File: src/sv/bcd_conv_pkg.sv
package bcd_conv_pkg;

    // Field widths of the channels
    localparam int VALUE_W    = 64;
    localparam int DIGIT_W    = 4;
    localparam int POSITION_W = 5;
    localparam int COUNT_W    = 5;

    // Parameter defaults
    localparam int BIN_WIDTH_DEF   = 64;
    localparam int DIGIT_COUNT_DEF = 20;

    // Digits above this value get 3 added before each shift
    localparam logic [DIGIT_W-1:0] DABBLE_LIMIT = 4'd4;
    localparam logic [DIGIT_W-1:0] DABBLE_ADD   = 4'd3;

    // Commands from the controller to the datapath
    typedef struct packed {
        logic load;      // take a new value, clear the digits
        logic step;      // one shift-and-add-3 step
        logic count;     // register the significant digit count
        logic shift_out; // a digit was transferred, move to the next
    } ctrl_cmd_t;

    // Status from the datapath to the controller
    typedef struct packed {
        logic step_last; // current step is the final one
        logic emit_last; // digit on the output is the last one
    } dp_status_t;

endpackage

File: src/sv/bcd_conv_in_if.sv
interface bcd_conv_in_if;
    logic                               valid;
    logic                               ready;
    logic [bcd_conv_pkg::VALUE_W-1:0]   value;

    modport source (output valid, output value, input ready);
    modport sink   (input valid, input value, output ready);
endinterface

File: src/sv/bcd_conv_out_if.sv
interface bcd_conv_out_if;
    logic                                 valid;
    logic                                 ready;
    logic [bcd_conv_pkg::DIGIT_W-1:0]     digit;
    logic [bcd_conv_pkg::POSITION_W-1:0]  position;
    logic [bcd_conv_pkg::COUNT_W-1:0]     digit_count;
    logic                                 last_digit;

    modport source (output valid, output digit, output position, output digit_count,
                    output last_digit, input ready);
    modport sink   (input valid, input digit, input position, input digit_count,
                    input last_digit, output ready);
endinterface

File: src/sv/bcd_conv_ctrl.sv
module bcd_conv_ctrl (
    input  logic                      clk,
    input  logic                      rst_n,
    input  logic                      in_valid,
    output logic                      in_ready,
    output logic                      out_valid,
    input  logic                      out_ready,
    input  bcd_conv_pkg::dp_status_t  sts,
    output bcd_conv_pkg::ctrl_cmd_t   cmd
);

    typedef enum logic [3:0] {
        ST_IDLE  = 4'b0001,
        ST_CONV  = 4'b0010,
        ST_COUNT = 4'b0100,
        ST_EMIT  = 4'b1000
    } state_t;

    state_t state_reg;
    state_t state_next;

    // Next state and commands
    always_comb
    begin
        state_next    = state_reg;
        cmd           = '0;
        in_ready      = 1'b0;
        out_valid     = 1'b0;
        unique case (state_reg)
            ST_IDLE:
            begin
                in_ready = 1'b1;
                if (in_valid)
                begin
                    cmd.load   = 1'b1;
                    state_next = ST_CONV;
                end
            end
            ST_CONV:
            begin
                cmd.step = 1'b1;
                if (sts.step_last)
                begin
                    state_next = ST_COUNT;
                end
            end
            ST_COUNT:
            begin
                cmd.count  = 1'b1;
                state_next = ST_EMIT;
            end
            ST_EMIT:
            begin
                out_valid = 1'b1;
                if (out_ready)
                begin
                    cmd.shift_out = 1'b1;
                    if (sts.emit_last)
                    begin
                        state_next = ST_IDLE;
                    end
                end
            end
            default:
            begin
                state_next = ST_IDLE;
            end
        endcase
    end

    // State register
    always_ff @(posedge clk or negedge rst_n)
    begin
        if (!rst_n)
        begin
            state_reg <= ST_IDLE;
        end
        else
        begin
            state_reg <= state_next;
        end
    end

endmodule

File: src/sv/bcd_conv_dp.sv
module bcd_conv_dp #(
    parameter int BIN_WIDTH   = bcd_conv_pkg::BIN_WIDTH_DEF,
    parameter int DIGIT_COUNT = bcd_conv_pkg::DIGIT_COUNT_DEF
) (
    input  logic                                  clk,
    input  logic                                  rst_n,
    input  bcd_conv_pkg::ctrl_cmd_t               cmd,
    output bcd_conv_pkg::dp_status_t              sts,
    input  logic [bcd_conv_pkg::VALUE_W-1:0]      value,
    output logic [bcd_conv_pkg::DIGIT_W-1:0]      digit,
    output logic [bcd_conv_pkg::POSITION_W-1:0]   position,
    output logic [bcd_conv_pkg::COUNT_W-1:0]      digit_count,
    output logic                                  last_digit
);

    localparam int STEP_W  = $clog2(BIN_WIDTH);
    localparam int DIGIT_W = bcd_conv_pkg::DIGIT_W;
    localparam int COUNT_W = bcd_conv_pkg::COUNT_W;
    localparam int POS_W   = bcd_conv_pkg::POSITION_W;

    logic [BIN_WIDTH-1:0] bin_reg;
    logic [BIN_WIDTH-1:0] bin_next;
    logic [DIGIT_W-1:0]   bcd_reg  [DIGIT_COUNT];
    logic [DIGIT_W-1:0]   bcd_next [DIGIT_COUNT];
    logic [DIGIT_W-1:0]   adj      [DIGIT_COUNT];
    logic [COUNT_W-1:0]   count_reg;
    logic [COUNT_W-1:0]   count_next;
    logic [STEP_W-1:0]    step_reg;
    logic [STEP_W-1:0]    step_next;
    logic [POS_W-1:0]     pos_reg;
    logic [POS_W-1:0]     pos_next;
    logic [COUNT_W-1:0]   rem_reg;
    logic [COUNT_W-1:0]   rem_next;
    logic [COUNT_W-1:0]   sig_count;

    // Add 3 to every digit above 4
    always_comb
    begin
        for (int d = 0; d < DIGIT_COUNT; d++)
        begin
            if (bcd_reg[d] > bcd_conv_pkg::DABBLE_LIMIT)
            begin
                adj[d] = bcd_reg[d] + bcd_conv_pkg::DABBLE_ADD;
            end
            else
            begin
                adj[d] = bcd_reg[d];
            end
        end
    end

    // Index of the highest nonzero digit, plus one
    always_comb
    begin
        sig_count = '0;
        for (int d = 0; d < DIGIT_COUNT; d++)
        begin
            if (bcd_reg[d] != '0)
            begin
                sig_count = COUNT_W'(d + 1);
            end
        end
    end

    // Binary and digit chain: load, shift left while converting, shift right while emitting
    always_comb
    begin
        bin_next   = bin_reg;
        bcd_next   = bcd_reg;
        count_next = count_reg;
        priority if (cmd.load)
        begin
            bin_next = value[BIN_WIDTH-1:0];
            for (int d = 0; d < DIGIT_COUNT; d++)
            begin
                bcd_next[d] = '0;
            end
        end
        else if (cmd.step)
        begin
            bin_next    = {bin_reg[BIN_WIDTH-2:0], 1'b0};
            bcd_next[0] = {adj[0][DIGIT_W-2:0], bin_reg[BIN_WIDTH-1]};
            for (int d = 1; d < DIGIT_COUNT; d++)
            begin
                bcd_next[d] = {adj[d][DIGIT_W-2:0], adj[d-1][DIGIT_W-1]};
            end
        end
        else if (cmd.count)
        begin
            count_next = sig_count;
        end
        else if (cmd.shift_out)
        begin
            for (int d = 0; d < DIGIT_COUNT - 1; d++)
            begin
                bcd_next[d] = bcd_reg[d+1];
            end
            bcd_next[DIGIT_COUNT-1] = '0;
        end
    end

    // Step, position and remaining-digit counters
    always_comb
    begin
        step_next = step_reg;
        pos_next  = pos_reg;
        rem_next  = rem_reg;
        if (cmd.load)
        begin
            step_next = '0;
        end
        if (cmd.step)
        begin
            step_next = step_reg + STEP_W'(1);
        end
        if (cmd.count)
        begin
            pos_next = '0;
            rem_next = (sig_count == '0) ? COUNT_W'(1) : sig_count;
        end
        if (cmd.shift_out)
        begin
            pos_next = pos_reg + POS_W'(1);
            rem_next = rem_reg - COUNT_W'(1);
        end
    end

    // Payload registers
    always_ff @(posedge clk)
    begin
        bin_reg   <= bin_next;
        bcd_reg   <= bcd_next;
        count_reg <= count_next;
    end

    // Counters
    always_ff @(posedge clk or negedge rst_n)
    begin
        if (!rst_n)
        begin
            step_reg <= '0;
            pos_reg  <= '0;
            rem_reg  <= '0;
        end
        else
        begin
            step_reg <= step_next;
            pos_reg  <= pos_next;
            rem_reg  <= rem_next;
        end
    end

    assign sts.step_last = (step_reg == STEP_W'(BIN_WIDTH - 1));
    assign sts.emit_last = (rem_reg == COUNT_W'(1));

    assign digit       = bcd_reg[0];
    assign position    = pos_reg;
    assign digit_count = count_reg;
    assign last_digit  = sts.emit_last;

endmodule

File: src/sv/binary_to_bcd_converter.sv
// Double dabble binary to BCD converter, digits emitted least significant first.
// Per input: conversion steps (ST_CONV), digit count (ST_COUNT), then digits out (ST_EMIT).
// A new value is taken only when idle, after the last of N = max(digits, 1) digits is out;
// the BIN_WIDTH shift-and-add-3 steps use the single digit chain; out_ready may stall digits.
// Reset: rst_n clears the controller and counters at once; the block is then idle.
module binary_to_bcd_converter #(
    parameter int BIN_WIDTH   = bcd_conv_pkg::BIN_WIDTH_DEF,
    parameter int DIGIT_COUNT = bcd_conv_pkg::DIGIT_COUNT_DEF
) (
    input  logic          clk,
    input  logic          rst_n,
    bcd_conv_in_if.sink   bin_in,
    bcd_conv_out_if.source bcd_out
);

    bcd_conv_pkg::ctrl_cmd_t  cmd;
    bcd_conv_pkg::dp_status_t sts;

    // Sequencer
    bcd_conv_ctrl u_ctrl (
        .clk       (clk),
        .rst_n     (rst_n),
        .in_valid  (bin_in.valid),
        .in_ready  (bin_in.ready),
        .out_valid (bcd_out.valid),
        .out_ready (bcd_out.ready),
        .sts       (sts),
        .cmd       (cmd)
    );

    // Shift registers and counters
    bcd_conv_dp #(
        .BIN_WIDTH   (BIN_WIDTH),
        .DIGIT_COUNT (DIGIT_COUNT)
    ) u_dp (
        .clk         (clk),
        .rst_n       (rst_n),
        .cmd         (cmd),
        .sts         (sts),
        .value       (bin_in.value),
        .digit       (bcd_out.digit),
        .position    (bcd_out.position),
        .digit_count (bcd_out.digit_count),
        .last_digit  (bcd_out.last_digit)
    );

endmodule
File: src/flat_wrapper.sv
// flat-port wrapper written by rule: the top's interface ports become plain ports
module binary_to_bcd_converter_flat 
#(
    parameter int BIN_WIDTH   = bcd_conv_pkg::BIN_WIDTH_DEF,
    parameter int DIGIT_COUNT = bcd_conv_pkg::DIGIT_COUNT_DEF
)
  (clk, rst_n, bin_in_valid, bin_in_value, bin_in_ready, bcd_out_valid, bcd_out_digit, bcd_out_position, bcd_out_digit_count, bcd_out_last_digit, bcd_out_ready);
  bcd_conv_in_if bin_in_i ();
  bcd_conv_out_if bcd_out_i ();
  input  logic clk;
  input  logic rst_n;
  input wire logic [$bits(bin_in_i.valid)-1:0] bin_in_valid;
  input wire logic [$bits(bin_in_i.value)-1:0] bin_in_value;
  output wire logic [$bits(bin_in_i.ready)-1:0] bin_in_ready;
  output wire logic [$bits(bcd_out_i.valid)-1:0] bcd_out_valid;
  output wire logic [$bits(bcd_out_i.digit)-1:0] bcd_out_digit;
  output wire logic [$bits(bcd_out_i.position)-1:0] bcd_out_position;
  output wire logic [$bits(bcd_out_i.digit_count)-1:0] bcd_out_digit_count;
  output wire logic [$bits(bcd_out_i.last_digit)-1:0] bcd_out_last_digit;
  input wire logic [$bits(bcd_out_i.ready)-1:0] bcd_out_ready;
  assign bin_in_i.valid = bin_in_valid;
  assign bin_in_i.value = bin_in_value;
  assign bin_in_ready = bin_in_i.ready;
  assign bcd_out_valid = bcd_out_i.valid;
  assign bcd_out_digit = bcd_out_i.digit;
  assign bcd_out_position = bcd_out_i.position;
  assign bcd_out_digit_count = bcd_out_i.digit_count;
  assign bcd_out_last_digit = bcd_out_i.last_digit;
  assign bcd_out_i.ready = bcd_out_ready;
  binary_to_bcd_converter #(.BIN_WIDTH(BIN_WIDTH), .DIGIT_COUNT(DIGIT_COUNT)) u_core (.clk(clk), .rst_n(rst_n), .bin_in(bin_in_i), .bcd_out(bcd_out_i));
endmodule
File: config.mk
export PLATFORM = sky130hd
export DESIGN_NAME = binary_to_bcd_converter_flat
export DESIGN_NICKNAME = d
export VERILOG_FILES = /design/src/sv/bcd_conv_pkg.sv /design/src/sv/bcd_conv_in_if.sv /design/src/sv/bcd_conv_out_if.sv /design/src/sv/bcd_conv_ctrl.sv /design/src/sv/bcd_conv_dp.sv /design/src/sv/binary_to_bcd_converter.sv /design/src/flat_wrapper.sv
export SDC_FILE = /design/constraint.sdc
export NUM_CORES = 1
export LEC_CHECK = 0
export BUFFER_PORTS_ARGS = -buffer_cell sky130_fd_sc_hd__clkbuf_2
export CAP_MARGIN = 10
export CORE_ASPECT_RATIO = 0.5
export CORE_UTILIZATION = 45
export DETAILED_ROUTE_END_ITERATION = 6
export GPL_TIMING_DRIVEN = 0
export MAX_ROUTING_LAYER = met4
export SYNTH_ARGS = -nofsm -noshare
export SYNTH_HDL_FRONTEND = slang
export SYNTH_HIERARCHICAL = 1
export SYNTH_SLANG_ARGS = --single-unit
File: constraint.sdc
create_clock -name clk -period 3.8 [get_ports clk]
set_clock_uncertainty 0.05 [all_clocks]
set_input_delay 1.14 -clock clk [delete_from_list [all_inputs] [get_ports clk]]
set_output_delay 1.14 -clock clk [all_outputs]
set_load 0.05 [all_outputs]
==> impl_results.md, run 1 <==
- Synth Register Bits: approximately 170
- Total chip power: roughly 0.01 W
- Gr ovfl total: 0
- Run status: completed
- Crit path kind: in -> reg
- Diode count: 0
- PwrDens: approximately 900 mW/mm2
- Placement Rows: 37
- Dpl ws: -119 ps
- Clock Power Share: 0.182
- DP HPWL: 17.2 mm
- Ys async rst share: 0.118
- Pint: around 0.0057 W
- Library cells used by synthesis: 64
- CTS root buf: clkbuf_16
- Seq/Total Area, Yosys: 0.434
- Share of layout cells above drive strength 1: 0.186
- Area of the core: between 0.02 and 0.025 mm2
- Overall die width: between 200 and 250 um
- Initial Utilization: 0.463
- CTS HTree Levels: 4
- Overall routing resource usage: 0.240
- Clock Path Buffers: 2
- Filler Cell Count: 1954
- Drt drc: 0
- I/O pin cnt: 85
- Sequential cell area: about 0.0042 mm2
- Dpl cell area: 0.0104 mm2
- Comb pwr share: 0.470
- YS warnings: 6
- IO Port Bufs: 84
- Multi-input gate area: approximately 0.0049 mm2
- Initial antenna violation count: 0
- Largest net degree at the start of global routing: 38
- Ys flop type: dfxtp_1
- Post-Syn Area: approximately 0.0096 mm2
- Vias per std cell: between 5 and 6
- Worst EP arrival: between 3000 and 4000 ps
- Clk pin slew, worst setup/hold paths: 70 ps
- Worst Setup Slack, final: between 300 and 400 ps
- Tmin final: about 3400 ps
- RePlAce Congestion: around 0.89
- Fin util: 0.530
- Area Growth Syn to Fin: 14.4%
- First-pass GRT wire length: between 30 and 40 mm
- Switching share of total power: 0.425
- RSZ-0062 raised after global routing: false
- Routed len/inst: between 15 and 20 um
- CP startpoint kind: primary input
- CP required: 3830 ps
- Crit path max fanout: 29
- Rel. slew slack: 0.411
- Hold Path Class: reg -> reg
- Post-synth EDFFs: between 60 and 70
- Cells on Worst Hold Path: 2
- Peak supply drop: 403 uV
- Post-CTS Setup Bufs: 0
- Vias after detailed routing: around 7900
- Die Span Y: 105 um
- Number of flip-flops in the largest register: 76
- Net Switching: about 0.0042 W
- Worst-Skew Late Latency: ~450 ps
- Number of global-route vias before repair: ~7500
- CTS tree: done
- Hold Slack: 441 ps
- Num CTS Buffers: 17
- Fin nets: approximately 1200
- Worst R2R Path Depth: 7
- Worst Tran Pin Value: around 880 ps
- Mean Syn Cell Area: ~9.4 um2
- Final setup fails: 0
- Clk sinks: around 170
- Total detailed-routing wirelength: between 20 and 25 mm
- TritonRoute pass-1 iters: 5
- Hold Vio Cnt, Final: 0
- Leakage dissipation: around 4.3 nW
- CTS hold repair buffers: 0
- Tcrit/Tclk final: 0.898
- Reg power frac: 0.349
- Die Area: ~0.022 mm2
- Most common cell after layout, fill and taps aside: nor2_1
- Mapped Nets: approximately 1100
- Resized Gates After CTS: 0
- Max_cap viols: 0
- Drt first-iter violations: between 500 and 600
- Routed Antenna Nets: 0
- Cells after synthesis: around 1000
- Achievable frequency: just under 0.3 GHz
- Fin area: ~0.011 mm2
- Final Max Tran Viols: 0
- Commonest non-fill, non-tap cells in the layout: nor2_1, clkbuf_2, dfxtp_1, inv_1, nand2_1
- CP endpoint kind: flip-flop
power groups by stage:
stage	logic, W	registers, W	clock network, W
floorplan	0.00355	0.00330	0
global placement	0.00449	0.00348	0
detailed placement	0.00461	0.00348	0
CTS	0.00464	0.00346	0.00186
global route	0.00524	0.00358	0.00193
finish	0.00468	0.00347	0.00181
layer usage:
metal	wire length, um	track usage	vias up
li1	-	-	3868
met1	11900	0.327	3793
met2	10500	0.346	224
met3	1700	0.0700	24
met4	316	0.0625	0
met5	0	-	-
worst max-delay path: stages:
cell and delay, ps:
clkbuf_2 90, and2_1 150, clkbuf_1 310, nor2_1 440, clkinvlp_4 680, nor2_1 630
path summary, 6_finish.rpt:
kind	from	endpoint	slack [ps]
worst max-delay path	bin_in_valid	u_core/u_dp/digit_count[0]$_DFFE_PP_	390
worst min-delay path	u_core/u_dp/bin_reg[63]$_DFFE_PP_	u_core/u_dp/digit[0]$_SDFFE_PP0P_	440
worst max register to register	u_core/u_ctrl/state_reg[0]$_DFFE_PN1P_	u_core/u_dp/digit_count[0]$_DFFE_PP_	410
worst min register to register	u_core/u_dp/bin_reg[63]$_DFFE_PP_	u_core/u_dp/digit[0]$_SDFFE_PP0P_	440
max in group asynchronous	rst_n	u_core/u_dp/rem_reg[4]$_DFFE_PN0P_	2700
min in group asynchronous	rst_n	u_core/u_dp/step_reg[2]$_DFFE_PN0P_	620
layout make-up:
cell class                      count  share of cell area
Sequential cell                   169               0.380
Tap cell                          273              0.0311
Clock buffer                       17              0.0387
Buffer                             63              0.0251
Clock inverter                     15              0.0159
Timing Repair Buffer               85              0.0400
Multi-Input combinational cell    715               0.442
Inverter                           80              0.0276
cell usage after synthesis, drive strengths merged, types with 4 or more instances:
| library cell | n | share of area |
|---|---|---|
| nor2 | 131 | 0.051 |
| o21ai | 94 | 0.049 |
| dfxtp | 80 | 0.17 |
| inv | 80 | 0.031 |
| mux2 | 72 | 0.084 |
| nand2 | 71 | 0.028 |
| edfxtp | 69 | 0.22 |
| a211oi | 60 | 0.047 |
| a21oi | 55 | 0.029 |
| ha | 42 | 0.055 |
| clkbuf | 38 | 0.015 |
| buf | 25 | 0.014 |
| xnor2 | 24 | 0.022 |
| mux2i | 23 | 0.024 |
| dfrtp | 19 | 0.049 |
| a311oi | 18 | 0.016 |
| nor3b | 18 | 0.016 |
| o311ai | 15 | 0.014 |
| or3 | 14 | 0.0091 |
| nand3 | 10 | 0.0052 |
| nor3 | 8 | 0.0042 |
| nand2b | 7 | 0.0046 |
| a22o | 4 | 0.0036 |
| and2 | 4 | 0.0026 |
| nor2b | 4 | 0.0026 |
| or3b | 4 | 0.0039 |
kinds of logic after synthesis:
family / count (synthesis) / share of synthesized area
simple gates: 285 / 0.141
compound gates: 266 / 0.177
flops: 169 / 0.434
buf+inv: 143 / 0.0600
mux: 95 / 0.108
fa+ha+maj: 42 / 0.0547
xor+xnor: 27 / 0.0246
metrics by stage:
step	cells	TNS, ps
3_5_place_dp	1385	-593
3_3_place_gp	1384	-22580
5_1_grt	1417	0
4_1_cts	1417	0
2_1_floorplan	1027	0
6_report	1417	0
(Power assumes the default switching activity.)
==> run 2: changes to the inputs <==
Settings changed: PLACE_DENSITY from default to 0.65.
Clock period 3.8 ns to 3 ns, I/O delays scaled along.
==> impl_results.md, run 2 (same netlist as run 1, synthesis figures left out) <==
- TritonRoute pass-1 iters: 5 (unchanged)
- Area of the core: 0.0207 mm2 (unchanged)
- Peak supply drop: 595 uV (+48%)
- Vias after detailed routing: 7920 (+0.14%)
- Clk sinks: 169 (unchanged)
- Initial antenna violation count: 0 (unchanged)
- Number of global-route vias before repair: 7677 (+1.8%)
- Area Growth Syn to Fin: 14.7%
- Crit path max fanout: 10 (-66%)
- DP HPWL: 17.3 mm (+0.99%)
- Rel. slew slack: 0.465 (+0.0546)
- First-pass GRT wire length: 39.5 mm (-0.24%)
- Gr ovfl total: 0 (unchanged)
- Fin util: 0.531 (+0.00121)
- Slowest CP cell: buf_1
- Die Area: 0.0220 mm2 (unchanged)
- Tcrit/Tclk final: 0.915
- Clk pin slew, worst setup/hold paths: 70 ps (about the same)
- Largest net degree at the start of global routing: 31 (-18%)
- CTS HTree Levels: 4 (unchanged)
- Die Span Y: 105 um (unchanged)
- Most common cell after layout, fill and taps aside: nor2_1
- CP endpoint kind: flip-flop
- Run status: completed
- Dpl cell area: 0.0104 mm2 (+0.29%)
- Total detailed-routing wirelength: 24.5 mm (+0.41%)
- Worst EP arrival: 3030 ps (-410 ps)
- Hold Path Class: in -> async
- Overall routing resource usage: 0.236 (-0.00352)
- Diode count: 0 (unchanged)
- Number of flip-flops in the largest register: 76 (unchanged)
- Initial Utilization: 0.463 (unchanged)
- I/O pin cnt: 85 (unchanged)
- Final setup fails: 0 (unchanged)
- Worst setup path startpoint: u_core/u_ctrl/state_reg[3]$_DFFE_PN0P_
- Max_cap viols: 0 (unchanged)
- CP required: 3290 ps (-540 ps)
- Worst r2r src: u_core/u_ctrl/state_reg[3]$_DFFE_PN0P_
- Fin area: 0.0110 mm2 (+0.23%)
- Largest stage delay, worst path: 530 ps (-150 ps)
- Post-CTS Setup Bufs: 0 (unchanged)
- RePlAce Congestion: 0.910 (+2.2%)
- Commonest non-fill, non-tap cells in the layout: nor2_1, clkbuf_2, dfxtp_1, inv_1, nand2_1
- Crit path kind: reg -> reg
- Dpl ws: -283 ps (-164 ps)
- Drt drc: 0 (unchanged)
- Leakage dissipation: 4.32 nW (+0.44%)
- Hold Vio Cnt, Final: 0 (unchanged)
- Routed Antenna Nets: 0 (unchanged)
- IO Port Bufs: 84 (unchanged)
- Worst Tran Pin Value: 802 ps (-81.8 ps)
- RSZ-0062 raised after global routing: false
- Worst-Skew Late Latency: 430 ps (-20 ps)
- Worst Setup Slack, final: 255 ps (-133 ps)
- CP startpoint kind: flip-flop
- Final Max Tran Viols: 0 (unchanged)
- Achievable frequency: about 0.36 GHz
- Placement Rows: 37 (unchanged)
- PwrDens: 1140 mW/mm2 (+26%)
- Num CTS Buffers: 17 (unchanged)
- Share of layout cells above drive strength 1: 0.194 (+0.00770)
- Routed len/inst: 17.2 um (+0.34%)
- CTS root buf: clkbuf_16
- Drt first-iter violations: 701 (+18%)
- Tmin final: 2740 ps
- CTS tree: done
- Fin nets: 1242 (+0.081%)
- Vias per std cell: 5.59 (about the same)
- Overall die width: 209 um (unchanged)
- Clock Path Buffers: 2 (unchanged)
- CP cell instances: nand2b_1 -> nor3_1 -> buf_4 -> buf_2 -> inv_2 -> nand2_1 -> buf_2 -> buf_1 -> a211oi_1 -> a211oi_1
[run 2: cell types whose count changed in the layout (fill, tap and decap cells not counted)]
cell        change
clkbuf_2        +7
clkinv_4        +4
inv_6           -4
buf_1           -3
clkbuf_1        -3
inv_8           -3
nor2_1          -2
nor2_4          +2
clkinv_1        +1
clkinv_2        +1
clkinvlp_4      +1
nor4b_1         -1
nor4b_4         +1
[run 2: where the power goes]
part	switching, W	internal [W]	total (W)
Sequential	0.000779	0.00362	0.00440
Combinational	0.00356	0.00240	0.00595
Clock	0.000964	0.00123	0.00220
[run 2: area by class of cell]
class | instances | area [um2]
plain buffers | 63 | 285
repair buffers | 85 | 440
repair inverters | 1 | 7.51
inverters | 80 | 304
multi-input cells | 715 | 4890
fillers | 1912 | 9720
flip-flops and latches | 169 | 4180
clock buffers | 18 | 429
clock inverters | 14 | 150
well taps | 273 | 342
[run 2: routing by layer]
layer  GRT usage  up-vias  part of all wire
li1            -     3886                 -
met1       0.316     3769              0.48
met2       0.358      240              0.44
met3      0.0584       25             0.069
met4      0.0614        0             0.013
met5           -        -                 0
[run 2: what timing repair did]
action | in CTS | in global routing
hold buffers | 0 | 0
resized for setup | 0 | 12
endpoints found under the setup margin | 35 | 93
pin swaps | 0 | 0
gates cloned | 1 | 0
[run 2: worst max-delay path, delay by kind of cell (launching register included)]
family | cells | cell delay [ps]
and+or+nand+nor | 3 | 470
DFF | 1 | 460
AOI/OAI and AO/OA | 2 | 420
buffers and inverters | 5 | 1260
[run 2: through the flow]
step | cells | hold slack (ps) | setup TNS [ps] | power [W]
finish | 1418 | 400 | 0 | 0.0125
global route | 1418 | 434 | 0 | 0.0135
CTS | 1418 | 391 | 0 | 0.0126
detailed placement | 1385 | 431 | -10660 | 0.0103
global placement | 1384 | 426 | -42760 | 0.0101
floorplan | 1027 | 402 | 0 | 0.00870
[run 2: path summary, 6_finish.rpt]
| kind | cells past startpoint | end | slack (ps) |
|---|---|---|---|
| hold reg to reg | 1 | u_core/u_dp/step_reg[5]$_DFFE_PN0P_ | 440 |
| setup reg to reg | 10 | u_core/u_dp/bcd_reg[29]$_SDFFE_PP0P_ | 260 |
| setup / recovery | 10 | u_core/u_dp/bcd_reg[29]$_SDFFE_PP0P_ | 260 |
| max in group asynchronous | 1 | u_core/u_ctrl/state_reg[0]$_DFFE_PN1P_ | 2120 |
| min in group clk | 1 | u_core/u_dp/step_reg[5]$_DFFE_PN0P_ | 440 |
| hold / removal | 1 | u_core/u_dp/step_reg[4]$_DFFE_PN0P_ | 400 |
